[config.mk]
export PLATFORM = sky130hd
export DESIGN_NAME = oversampled_adc_decimator
export DESIGN_NICKNAME = d
export VERILOG_FILES = /design/src/rtl/oad_pkg.sv /design/src/rtl/oad_accum.sv /design/src/rtl/oad_cal.sv /design/src/rtl/oversampled_adc_decimator.sv
export SDC_FILE = /design/constraint.sdc
export NUM_CORES = 2
export LEC_CHECK = 0
export ABC_AREA = 1
export BUFFER_PORTS_ARGS = -buffer_cell sky130_fd_sc_hd__buf_2
export CAP_MARGIN = 20
export CORE_MARGIN = 4
export CORE_UTILIZATION = 40
export DETAILED_ROUTE_END_ITERATION = 8
export SETUP_SLACK_MARGIN = 0.02
export SLEW_MARGIN = 40
export SYNTH_ARGS = -nofsm -noshare
export SYNTH_HDL_FRONTEND = slang
export SYNTH_SLANG_ARGS = --single-unit
[constraint.sdc]
create_clock -name clock -period 9.1 [get_ports clock]
set_input_delay 1.82 -clock clock [delete_from_list [all_inputs] [get_ports clock]]
set_output_delay 1.82 -clock clock [all_outputs]
set_load 0.03 [all_outputs]
[src/rtl/oad_pkg.sv]
// oversampled ADC decimator: shared types, constants and the pin map
// no dependencies; imported by every module of the block
package oad_pkg;

   localparam int PINS_PER_FRAME = 8;
   localparam int MAX_RATIO      = 49;

   localparam int NAXES    = 6;
   localparam int SAMPLE_W = 12;
   localparam int CH_W     = 3;
   localparam int AXIS_W   = 3;
   localparam int RATIO_W  = 6;
   localparam int SUM_W    = 18;
   localparam int COEF_W   = 64;
   localparam int HALF_W   = 32;
   localparam int IDX_W    = 3;
   // product of sum and scale magnitude, then dividend after the divide by 256
   localparam int PROD_W   = SUM_W + HALF_W;
   localparam int QUO_W    = PROD_W - 9;
   localparam int CNT_W    = $clog2(QUO_W);
   localparam int VAL_W    = QUO_W + 3;

   localparam logic [CH_W-1:0] LAST_PIN =
      (PINS_PER_FRAME - 1 > 7) ? CH_W'(7) : CH_W'(PINS_PER_FRAME - 1);
   localparam logic [RATIO_W-1:0] RATIO_MAX = RATIO_W'(MAX_RATIO);
   localparam logic [RATIO_W-1:0] RATIO_MIN = RATIO_W'(1);
   localparam logic [AXIS_W-1:0]  AXIS_LAST = AXIS_W'(NAXES - 1);

   localparam logic [IDX_W-1:0] REG_RATIO     = IDX_W'(0);
   localparam logic [IDX_W-1:0] REG_CAL_FIRST = IDX_W'(1);
   localparam logic [IDX_W-1:0] REG_CAL_LAST  = IDX_W'(6);

   localparam logic signed [VAL_W-1:0] VAL_MAX = VAL_W'(64'sd2147483647);
   localparam logic signed [VAL_W-1:0] VAL_MIN = VAL_W'(-64'sd2147483648);

   typedef struct packed {
      logic [SAMPLE_W-1:0] sample;
      logic [CH_W-1:0]     channel;
   } req_type;

   typedef struct packed {
      logic [AXIS_W-1:0]        axis;
      logic signed [HALF_W-1:0] value;
      logic [SAMPLE_W-1:0]      first_raw;
      logic                     last;
   } rsp_type;

   // block end strobe with the sums and first samples including that transfer
   typedef struct packed {
      logic                                done;
      logic [NAXES-1:0][SUM_W-1:0]         sums;
      logic [NAXES-1:0][SAMPLE_W-1:0]      firsts;
   } blk_type;

   typedef struct packed {
      logic                start;
      logic [SUM_W-1:0]    sum;
      logic [COEF_W-1:0]   coef;
      logic [RATIO_W-1:0]  ratio;
   } cal_req_type;

   typedef struct packed {
      logic                     done;
      logic signed [HALF_W-1:0] value;
   } cal_rsp_type;

   typedef enum logic [2:0] {
      CAL_IDLE,
      CAL_MUL,
      CAL_RND,
      CAL_DIV,
      CAL_FIN
   } cal_phase_type;

   typedef enum logic [1:0] {
      SEQ_IDLE,
      SEQ_START,
      SEQ_CALC,
      SEQ_EMIT
   } seq_state_type;

   // ADC pin that carries each axis
   function automatic logic [CH_W-1:0] axis_pin(input logic [AXIS_W-1:0] axis);
      logic [CH_W-1:0] pin;
      case (axis)
         3'd0:    pin = 3'd2;
         3'd1:    pin = 3'd0;
         3'd2:    pin = 3'd4;
         3'd3:    pin = 3'd1;
         3'd4:    pin = 3'd3;
         3'd5:    pin = 3'd5;
         default: pin = 3'd0;
      endcase
      return pin;
   endfunction

endpackage

[src/rtl/oad_accum.sv]
// per-pin boxcar accumulators, first-sample capture and frame counting
// depends on oad_pkg
module oad_accum
   import oad_pkg::*;
(
   input  logic               clock,
   input  logic               reset,
   input  logic               take,
   input  req_type            item,
   input  logic [RATIO_W-1:0] ratio,
   output blk_type            blk
);

   logic [NAXES-1:0][SUM_W-1:0]    sums_ff;
   logic [NAXES-1:0][SAMPLE_W-1:0] first_ff;
   logic [RATIO_W-1:0]             frame_ff;
   logic [RATIO_W-1:0]             frame_in;
   logic [RATIO_W-1:0]             frame_inc;
   logic                           frame_end;

   always_comb begin
      for (int i = 0; i < NAXES; i++) begin
         if (take && item.channel == CH_W'(i)) begin
            blk.sums[i] = sums_ff[i] + SUM_W'(item.sample);
            blk.firsts[i] = (frame_ff == '0) ? item.sample : first_ff[i];
         end else begin
            blk.sums[i] = sums_ff[i];
            blk.firsts[i] = first_ff[i];
         end
      end
      frame_end = take && item.channel == LAST_PIN;
      frame_inc = frame_ff + RATIO_W'(1);
      blk.done  = frame_end && frame_inc >= ratio;
      if (blk.done) begin
         frame_in = '0;
      end else if (frame_end) begin
         frame_in = frame_inc;
      end else begin
         frame_in = frame_ff;
      end
   end

   always_ff @(posedge clock) begin
      if (reset) begin
         sums_ff  <= '0;
         first_ff <= '0;
         frame_ff <= '0;
      end else begin
         sums_ff  <= blk.done ? '0 : blk.sums;
         first_ff <= blk.firsts;
         frame_ff <= frame_in;
      end
   end

endmodule

[src/rtl/oad_cal.sv]
// bit-serial calibration unit: shift-add multiply, rounding, restoring divide,
// sign, bias and saturation for one axis at a time; depends on oad_pkg
module oad_cal
   import oad_pkg::*;
(
   input  logic        clock,
   input  logic        reset,
   input  cal_req_type req,
   output cal_rsp_type rsp
);

   cal_phase_type            phase_ff, phase_in;
   logic [CNT_W-1:0]         cnt_ff, cnt_in;
   logic [HALF_W-1:0]        hi_ff, hi_in;
   logic [SUM_W-1:0]         mq_ff, mq_in;
   logic [QUO_W-1:0]         dq_ff, dq_in;
   logic [RATIO_W-1:0]       rem_ff, rem_in;
   logic [HALF_W-1:0]        smag_ff, smag_in;
   logic                     sneg_ff, sneg_in;
   logic [HALF_W-1:0]        bias_ff, bias_in;
   logic [RATIO_W-1:0]       ratio_ff, ratio_in;

   logic [HALF_W:0]          hs;
   logic [PROD_W-1:0]        rs;
   logic [RATIO_W:0]         trial;
   logic                     ge;
   logic signed [VAL_W-1:0]  vq;
   logic signed [VAL_W-1:0]  vs;
   logic signed [VAL_W-1:0]  vb;

   // next phase
   always_comb begin
      phase_in = phase_ff;
      case (phase_ff)
         CAL_IDLE: if (req.start) phase_in = CAL_MUL;
         CAL_MUL:  if (cnt_ff == CNT_W'(SUM_W - 1)) phase_in = CAL_RND;
         CAL_RND:  phase_in = CAL_DIV;
         CAL_DIV:  if (cnt_ff == CNT_W'(QUO_W - 1)) phase_in = CAL_FIN;
         CAL_FIN:  phase_in = CAL_IDLE;
         default:  phase_in = CAL_IDLE;
      endcase
   end

   // outputs
   always_comb begin
      rsp.done = (phase_ff == CAL_FIN);
      vq = VAL_W'(dq_ff);
      vs = sneg_ff ? -vq : vq;
      vb = vs + VAL_W'(signed'(bias_ff));
      if (vb > VAL_MAX) begin
         rsp.value = HALF_W'(VAL_MAX);
      end else if (vb < VAL_MIN) begin
         rsp.value = HALF_W'(VAL_MIN);
      end else begin
         rsp.value = HALF_W'(vb);
      end
   end

   // datapath
   always_comb begin
      cnt_in   = cnt_ff;
      hi_in    = hi_ff;
      mq_in    = mq_ff;
      dq_in    = dq_ff;
      rem_in   = rem_ff;
      smag_in  = smag_ff;
      sneg_in  = sneg_ff;
      bias_in  = bias_ff;
      ratio_in = ratio_ff;
      hs    = {1'b0, hi_ff} + (mq_ff[0] ? {1'b0, smag_ff} : '0);
      rs    = {hi_ff, mq_ff} + PROD_W'({ratio_ff, 7'b0});
      trial = {rem_ff, dq_ff[QUO_W-1]};
      ge    = trial >= {1'b0, ratio_ff};
      case (phase_ff)
         CAL_IDLE: begin
            if (req.start) begin
               sneg_in  = req.coef[COEF_W-1];
               smag_in  = req.coef[COEF_W-1] ? -req.coef[COEF_W-1:HALF_W]
                                             : req.coef[COEF_W-1:HALF_W];
               bias_in  = req.coef[HALF_W-1:0];
               ratio_in = req.ratio;
               hi_in    = '0;
               mq_in    = req.sum;
               cnt_in   = '0;
            end
         end
         CAL_MUL: begin
            hi_in  = hs[HALF_W:1];
            mq_in  = {hs[0], mq_ff[SUM_W-1:1]};
            cnt_in = (cnt_ff == CNT_W'(SUM_W - 1)) ? '0 : cnt_ff + CNT_W'(1);
         end
         CAL_RND: begin
            // add half the divisor, drop the 256 of the Q8.24 to Q16.16 step
            dq_in  = rs[PROD_W-2:8];
            rem_in = '0;
            cnt_in = '0;
         end
         CAL_DIV: begin
            rem_in = ge ? RATIO_W'(trial - {1'b0, ratio_ff}) : trial[RATIO_W-1:0];
            dq_in  = {dq_ff[QUO_W-2:0], ge};
            cnt_in = cnt_ff + CNT_W'(1);
         end
         default: begin
            cnt_in = cnt_ff;
         end
      endcase
   end

   always_ff @(posedge clock) begin
      if (reset) begin
         phase_ff <= CAL_IDLE;
      end else begin
         phase_ff <= phase_in;
      end
      cnt_ff   <= cnt_in;
      hi_ff    <= hi_in;
      mq_ff    <= mq_in;
      dq_ff    <= dq_in;
      rem_ff   <= rem_in;
      smag_ff  <= smag_in;
      sneg_ff  <= sneg_in;
      bias_ff  <= bias_in;
      ratio_ff <= ratio_in;
   end

endmodule

[src/rtl/oversampled_adc_decimator.sv]
// Boxcar decimator for interleaved ADC samples. When a block of frames ends, the
// six axis results are worked out one after another by a bit-serial unit: 18
// multiply steps, one rounding step, 41 divide steps and one bias and
// saturation step per axis. Samples keep flowing while that runs, but a
// frame-end sample is stalled until the last result of the previous block has
// been loaded into the output register.
// top level; depends on oad_pkg, oad_accum and oad_cal
module oversampled_adc_decimator
   import oad_pkg::*;
(
   input  logic              clock,
   input  logic              reset,
   input  logic              req_valid,
   output logic              req_stall,
   input  req_type           req_data,
   output logic              rsp_valid,
   input  logic              rsp_stall,
   output rsp_type           rsp_data,
   input  logic              csr_we,
   input  logic [IDX_W-1:0]  csr_index,
   input  logic [COEF_W-1:0] csr_data
);

   logic [RATIO_W-1:0]              ratio_ff;
   logic [NAXES-1:0][COEF_W-1:0]    cal_ff;
   logic [RATIO_W-1:0]              ratio_eff;

   seq_state_type                   seq_ff, seq_in;
   logic [AXIS_W-1:0]               axis_ff;
   logic [NAXES-1:0][SUM_W-1:0]     snap_sum_ff;
   logic [NAXES-1:0][SAMPLE_W-1:0]  snap_first_ff;
   logic signed [HALF_W-1:0]        res_ff;
   logic                            rsp_valid_ff;
   rsp_type                         rsp_data_ff;

   logic                            take;
   logic                            busy;
   logic                            slot_free;
   logic                            emit;
   blk_type                         blk;
   cal_req_type                     cal_req;
   cal_rsp_type                     cal_rsp;

   always_comb begin
      if (ratio_ff == '0) begin
         ratio_eff = RATIO_MIN;
      end else if (ratio_ff > RATIO_MAX) begin
         ratio_eff = RATIO_MAX;
      end else begin
         ratio_eff = ratio_ff;
      end
   end

   always_ff @(posedge clock) begin
      if (reset) begin
         ratio_ff <= RATIO_W'(17);
         cal_ff   <= '0;
      end else if (csr_we) begin
         if (csr_index == REG_RATIO) begin
            ratio_ff <= csr_data[RATIO_W-1:0];
         end else if (csr_index inside {[REG_CAL_FIRST:REG_CAL_LAST]}) begin
            cal_ff[csr_index - REG_CAL_FIRST] <= csr_data;
         end
      end
   end

   assign busy      = (seq_ff != SEQ_IDLE);
   assign req_stall = busy && req_data.channel == LAST_PIN;
   assign take      = req_valid && !req_stall;

   oad_accum u_accum (
      .clock (clock),
      .reset (reset),
      .take  (take),
      .item  (req_data),
      .ratio (ratio_eff),
      .blk   (blk)
   );

   oad_cal u_cal (
      .clock (clock),
      .reset (reset),
      .req   (cal_req),
      .rsp   (cal_rsp)
   );

   assign slot_free = !rsp_valid_ff || !rsp_stall;

   // next state
   always_comb begin
      seq_in = seq_ff;
      case (seq_ff)
         SEQ_IDLE:  if (blk.done) seq_in = SEQ_START;
         SEQ_START: seq_in = SEQ_CALC;
         SEQ_CALC:  if (cal_rsp.done) seq_in = SEQ_EMIT;
         SEQ_EMIT: begin
            if (slot_free) begin
               seq_in = (axis_ff == AXIS_LAST) ? SEQ_IDLE : SEQ_START;
            end
         end
         default:   seq_in = SEQ_IDLE;
      endcase
   end

   // outputs
   always_comb begin
      cal_req.start = (seq_ff == SEQ_START);
      cal_req.sum   = snap_sum_ff[0];
      cal_req.coef  = cal_ff[axis_ff];
      cal_req.ratio = ratio_eff;
      emit          = (seq_ff == SEQ_EMIT) && slot_free;
   end

   always_ff @(posedge clock) begin
      if (reset) begin
         seq_ff       <= SEQ_IDLE;
         axis_ff      <= '0;
         rsp_valid_ff <= 1'b0;
      end else begin
         seq_ff <= seq_in;
         if (blk.done) begin
            axis_ff <= '0;
         end else if (emit) begin
            axis_ff <= axis_ff + AXIS_W'(1);
         end
         if (emit) begin
            rsp_valid_ff <= 1'b1;
         end else if (!rsp_stall) begin
            rsp_valid_ff <= 1'b0;
         end
      end
   end

   // snapshot line in axis order, head is the axis in work
   always_ff @(posedge clock) begin
      if (blk.done) begin
         for (int k = 0; k < NAXES; k++) begin
            snap_sum_ff[k]   <= blk.sums[axis_pin(AXIS_W'(k))];
            snap_first_ff[k] <= blk.firsts[axis_pin(AXIS_W'(k))];
         end
      end else if (emit) begin
         for (int k = 0; k < NAXES - 1; k++) begin
            snap_sum_ff[k]   <= snap_sum_ff[k+1];
            snap_first_ff[k] <= snap_first_ff[k+1];
         end
      end
      if (cal_rsp.done) begin
         res_ff <= cal_rsp.value;
      end
      if (emit) begin
         rsp_data_ff.axis      <= axis_ff;
         rsp_data_ff.value     <= res_ff;
         rsp_data_ff.first_raw <= snap_first_ff[0];
         rsp_data_ff.last      <= (axis_ff == AXIS_LAST);
      end
   end

   assign rsp_valid = rsp_valid_ff;
   assign rsp_data  = rsp_data_ff;

`ifndef SYNTH
   a_no_frame_end_while_busy: assert property (@(posedge clock) disable iff (reset)
      busy |-> !(take && req_data.channel == LAST_PIN))
      else $error("frame end transfer taken while results are in work");

   a_cal_done_in_calc: assert property (@(posedge clock) disable iff (reset)
      cal_rsp.done |-> seq_ff == SEQ_CALC)
      else $error("calibration finished outside its sequencer state");

   a_last_on_final_axis: assert property (@(posedge clock) disable iff (reset)
      rsp_valid |-> rsp_data.last == (rsp_data.axis == AXIS_LAST))
      else $error("last flag does not match the final axis");

   a_emit_advances_axis: assert property (@(posedge clock) disable iff (reset)
      emit && axis_ff != AXIS_LAST |=> axis_ff == $past(axis_ff) + AXIS_W'(1))
      else $error("axis counter did not step after a result");
`endif

endmodule
==> flow_summary_export.csv <==
group,metric,value,unit
sta,period_share,54.27,%
power_and_ir_drop,clkPwrFrac,28.7,%
clock_tree,cts_hold_buffers,0,
clock_tree,cts.htree.levels,3,
logic_synthesis,syn_avg_cell_area,7.784,µm²
sta,maxSlewHeadroom,41.10,%
worst_setup_path,critPathSlowestCell,"nand2_2",
floorplanning,fp.dieH,367.9,µm
clock_tree,cts_tree,"yes",
detailed_routing,drtAntennaViolNets,0,
logic_synthesis,synthDominantCellAreaShare,25.15,%
logic_synthesis,synth_top_area_cell,"edfxtp_1",
finish,nFillCells,12840,
logic_synthesis,syn_area,51810,µm²
global_routing,first_global_vias,41750,
floorplanning,coreArea,128200,µm²
worst_setup_path,arrival,5.37,ns
clock_tree,numCtsBuffers,109,
clock_tree,clkSinkCount,1019,
detailed_routing,wl_per_cell,17.18,µm
detailed_routing,drt-total-wl,145.4,mm
sta,worst_slew_pin_slew,0.8836,ns
logic_synthesis,ys_types,57,
logic_synthesis,synth.area.top_cells,"edfxtp_1 (25%), dfxtp_1 (23%), nor2_1 (10%), o21ai_0 (9.4%), nand2_1 (8.5%)",
detailed_routing,vias,44050,
logic_synthesis,ys_ff_latch,1019,
power_and_ir_drop,swShare,37.52,%
sta,rsz0062_at_grt,"false",
global_routing,antenna_found_initial,3,
finish,syn_to_final_growth,10.90,%
sta,hold_violations,0,
detailed_routing,drc,0,
detailed_routing,drt-pass1-iter-count,6,
sta,fmax,0.2025,GHz
sta,fin_worst_skew,0.03141,ns
global_routing,grt_pass1_wl,230.6,mm
floorplanning,start_util,40.42,%
logic_synthesis,synthTopCellsByCount,"nor2_1 (1397), nand2_1 (1180), o21ai_0 (973), dfxtp_1 (585), inv_1 (514)",
clock_tree,cts-root-buf,"clkbuf_16",
logic_synthesis,yosysWarnings,0,
worst_setup_path,cp_max_fo,31,
global_routing,grt_usage,20.91,%
sta,post-route-min-period,4.939,ns
worst_setup_path,endpoint_kind,"flop",
clock_tree,post_cts_buffers,0,
hold_path,hp-class,"reg -> reg",
sta,setup_viol,0,
finish,layout-drive-gt1-share,6.375,%
logic_synthesis,async_flop_share,0,%
floorplanning,die_area,135300,µm²
power_and_ir_drop,sequentialPowerShare,38.5,%
clock_tree,cts-resized-gates,0,
floorplanning,rows,131,
worst_setup_path,cp.required,9.53,ns
finish,nNetsFinal,6928,
place,routabilityCongestion,0.9014,
power_and_ir_drop,vdd_drop_max,165.5,µV
place,placed_cells,8257,
worst_setup_path,worstSetupPathType,"reg -> reg",
detailed_routing,avgViaCountPerCell,5.206,
sta,tns,0,ns
power_and_ir_drop,p_per_area,264.6,nW/µm²
sta,maxSlewViolCount,0,
logic_synthesis,synthFlopType,"dfxtp_1",
logic_synthesis,syn_inst,6656,
power_and_ir_drop,p_comb_share,32.8,%
worst_setup_path,crit_chain,"inv_1 > ha_1 > inv_1 > nor3_1 > nand2_1 > nor3_2 > nand3_1 > nor3_1 > nand2_1 > o21ai_1 > xor2_1 > ha_1 > a21oi_1 > a21boi_0 > nand2_1 > a21oi_1 > nand4_1 > nand2_1 > nand3_1 > nor2_1 > nand3_1 > nand2_2 > nand2_1",
finish,final_cells,8461,
outcome,status,"finished, final reports clean",
worst_setup_path,worstSetupStartpointType,"flop",
clock_tree,cts.clk_slew.worst_paths,0.06,ns
place,dp_hpwl,95.09,mm
logic_synthesis,syn-num-nets,6944,
power_and_ir_drop,p_leak,25.15,nW
logic_synthesis,yosysSeqAreaShare,47.76,%
floorplanning,ios,137,
global_routing,grt_remaining_overflow,0,
logic_synthesis,synth-edff-count,434,
global_routing,grt_start_max_net_pins,165,
detailed_routing,first_iter_violations,3570,
power_and_ir_drop,power_switching,5.705,mW
worst_setup_path,crit_top_cell,"nand2_1",
worst_setup_path,critPathMaxStageDelay,0.44,ns
power_and_ir_drop,p_int,9.499,mW
floorplanning,die_w,367.9,µm
job,max_cap_viol_count,0,
clock_tree,clk_path_buf_depth,3,
clock_tree,clk_latency,0.73,ns
logic_synthesis,yosysMostFrequentCell,"nor2_1",
place,port_buffers,136,
-- cells by family after synthesis --
family	after synthesis	synth area share, %
simple gates	2906	22.24
flops	1019	47.76
xor+xnor	185	3.127
buf+inv	845	6.443
fa+ha+maj	201	4.999
mux	14	0.2705
compound gates	1486	15.16
-- final cells by class --
type | count | area, µm² | area share, %
Antenna cell | 3 | 7.507 | 0.01307
Clock buffer | 165 | 3181 | 5.536
Clock inverter | 35 | 326.6 | 0.5684
Inverter | 531 | 2019 | 3.515
Multi-Input combinational cell | 4792 | 23850 | 41.52
Sequential cell | 1019 | 24750 | 43.07
Tap cell | 1729 | 2163 | 3.765
Timing Repair Buffer | 187 | 1156 | 2.012
-- critical path: cells and delay by family, from the launching register on --
family	cells	cell delay, ns
AOI/OAI and AO/OA	4	0.87
xor gates and xnor gates	1	0.16
adders and majority gates	2	0.46
buffers and inverters	2	0.17
DFF	1	0.43
and+or+nand+nor	14	2.57
-- routing by layer --
layer / share of wire (%) / vias to the layer above / global-route usage [%]
met4: 2.4 / 0 / 6.375
met5: 0 / - / 0
met2: 46 / 1118 / 34.37
li1: - / 21950 / -
met1: 46 / 20800 / 29.15
met3: 4.9 / 184 / 2.048
-- cells in the final DEF (no fill, tap or decap), drive strengths merged, types with 32 or more instances in the layout --
cell / n
nor2: 1405
nand2: 1189
o21ai: 1027
dfxtp: 585
inv: 529
edfxtp: 434
a21oi: 268
ha: 191
buf: 186
clkbuf: 166
nand3: 147
xor2: 137
nor3: 67
o22ai: 57
xnor2: 48
nand4: 40
a22oi: 39
clkinv: 32
-- final timing paths --
check | from | slack [ns] | depth (start not counted) | to
worst max register to register | u_cal.dq_ff[0] | 4.16 | 23 | res_ff[7]
worst max-delay path | u_cal.dq_ff[0] | 4.16 | 23 | res_ff[7]
worst min-delay path | snap_first_ff[6] | 0.41 | 0 | rsp_data[7]
worst min register to register | snap_first_ff[6] | 0.41 | 0 | rsp_data[7]
-- power groups by stage --
| stage | Sequential (mW) | Combinational, mW | Clock (mW) |
|---|---|---|---|
| 2_1_floorplan | 5.87 | 3.53 | 0 |
| 3_3_place_gp | 5.95 | 4.87 | 0 |
| 3_5_place_dp | 5.94 | 4.94 | 0 |
| 4_1_cts | 5.85 | 4.96 | 4.49 |
| 5_1_grt | 5.90 | 5.62 | 4.67 |
| 6_report | 5.85 | 4.99 | 4.36 |
-- per-stage QoR --
stage	hold WS [ns]	cell area, µm²	total power, mW	utilization (%)	setup slack [ns]
after floorplan	0.4003	51810	9.406	-	0.9986
after global placement	0.4022	53810	10.82	41.98	3.727
after detailed placement	0.4045	53910	10.88	42.06	4.039
after CTS	0.4126	57420	15.30	44.80	4.223
after global routing	0.4200	57460	16.19	44.83	3.605
final	0.4146	57460	15.20	44.83	4.161
-- flip-flops by register name, summed over array words and instances, names as in the netlist, 2 cells and up --
name	flops
axis_ff	3
cal_ff	384
cal_req	18
ratio_ff	6
res_ff	32
rsp_data	48
seq_ff	2
snap_first_ff	72
snap_sum_ff	90
u_accum.first_ff	72
u_accum.frame_ff	6
u_accum.sums_ff	108
u_cal.bias_ff	32
u_cal.cnt_ff	6
u_cal.dq_ff	41
u_cal.hi_ff	32
u_cal.mq_ff	18
u_cal.phase_ff	3
u_cal.ratio_ff	6
u_cal.rem_ff	6
u_cal.smag_ff	32
No activity file was read; power rests on OpenSTA's default activity.
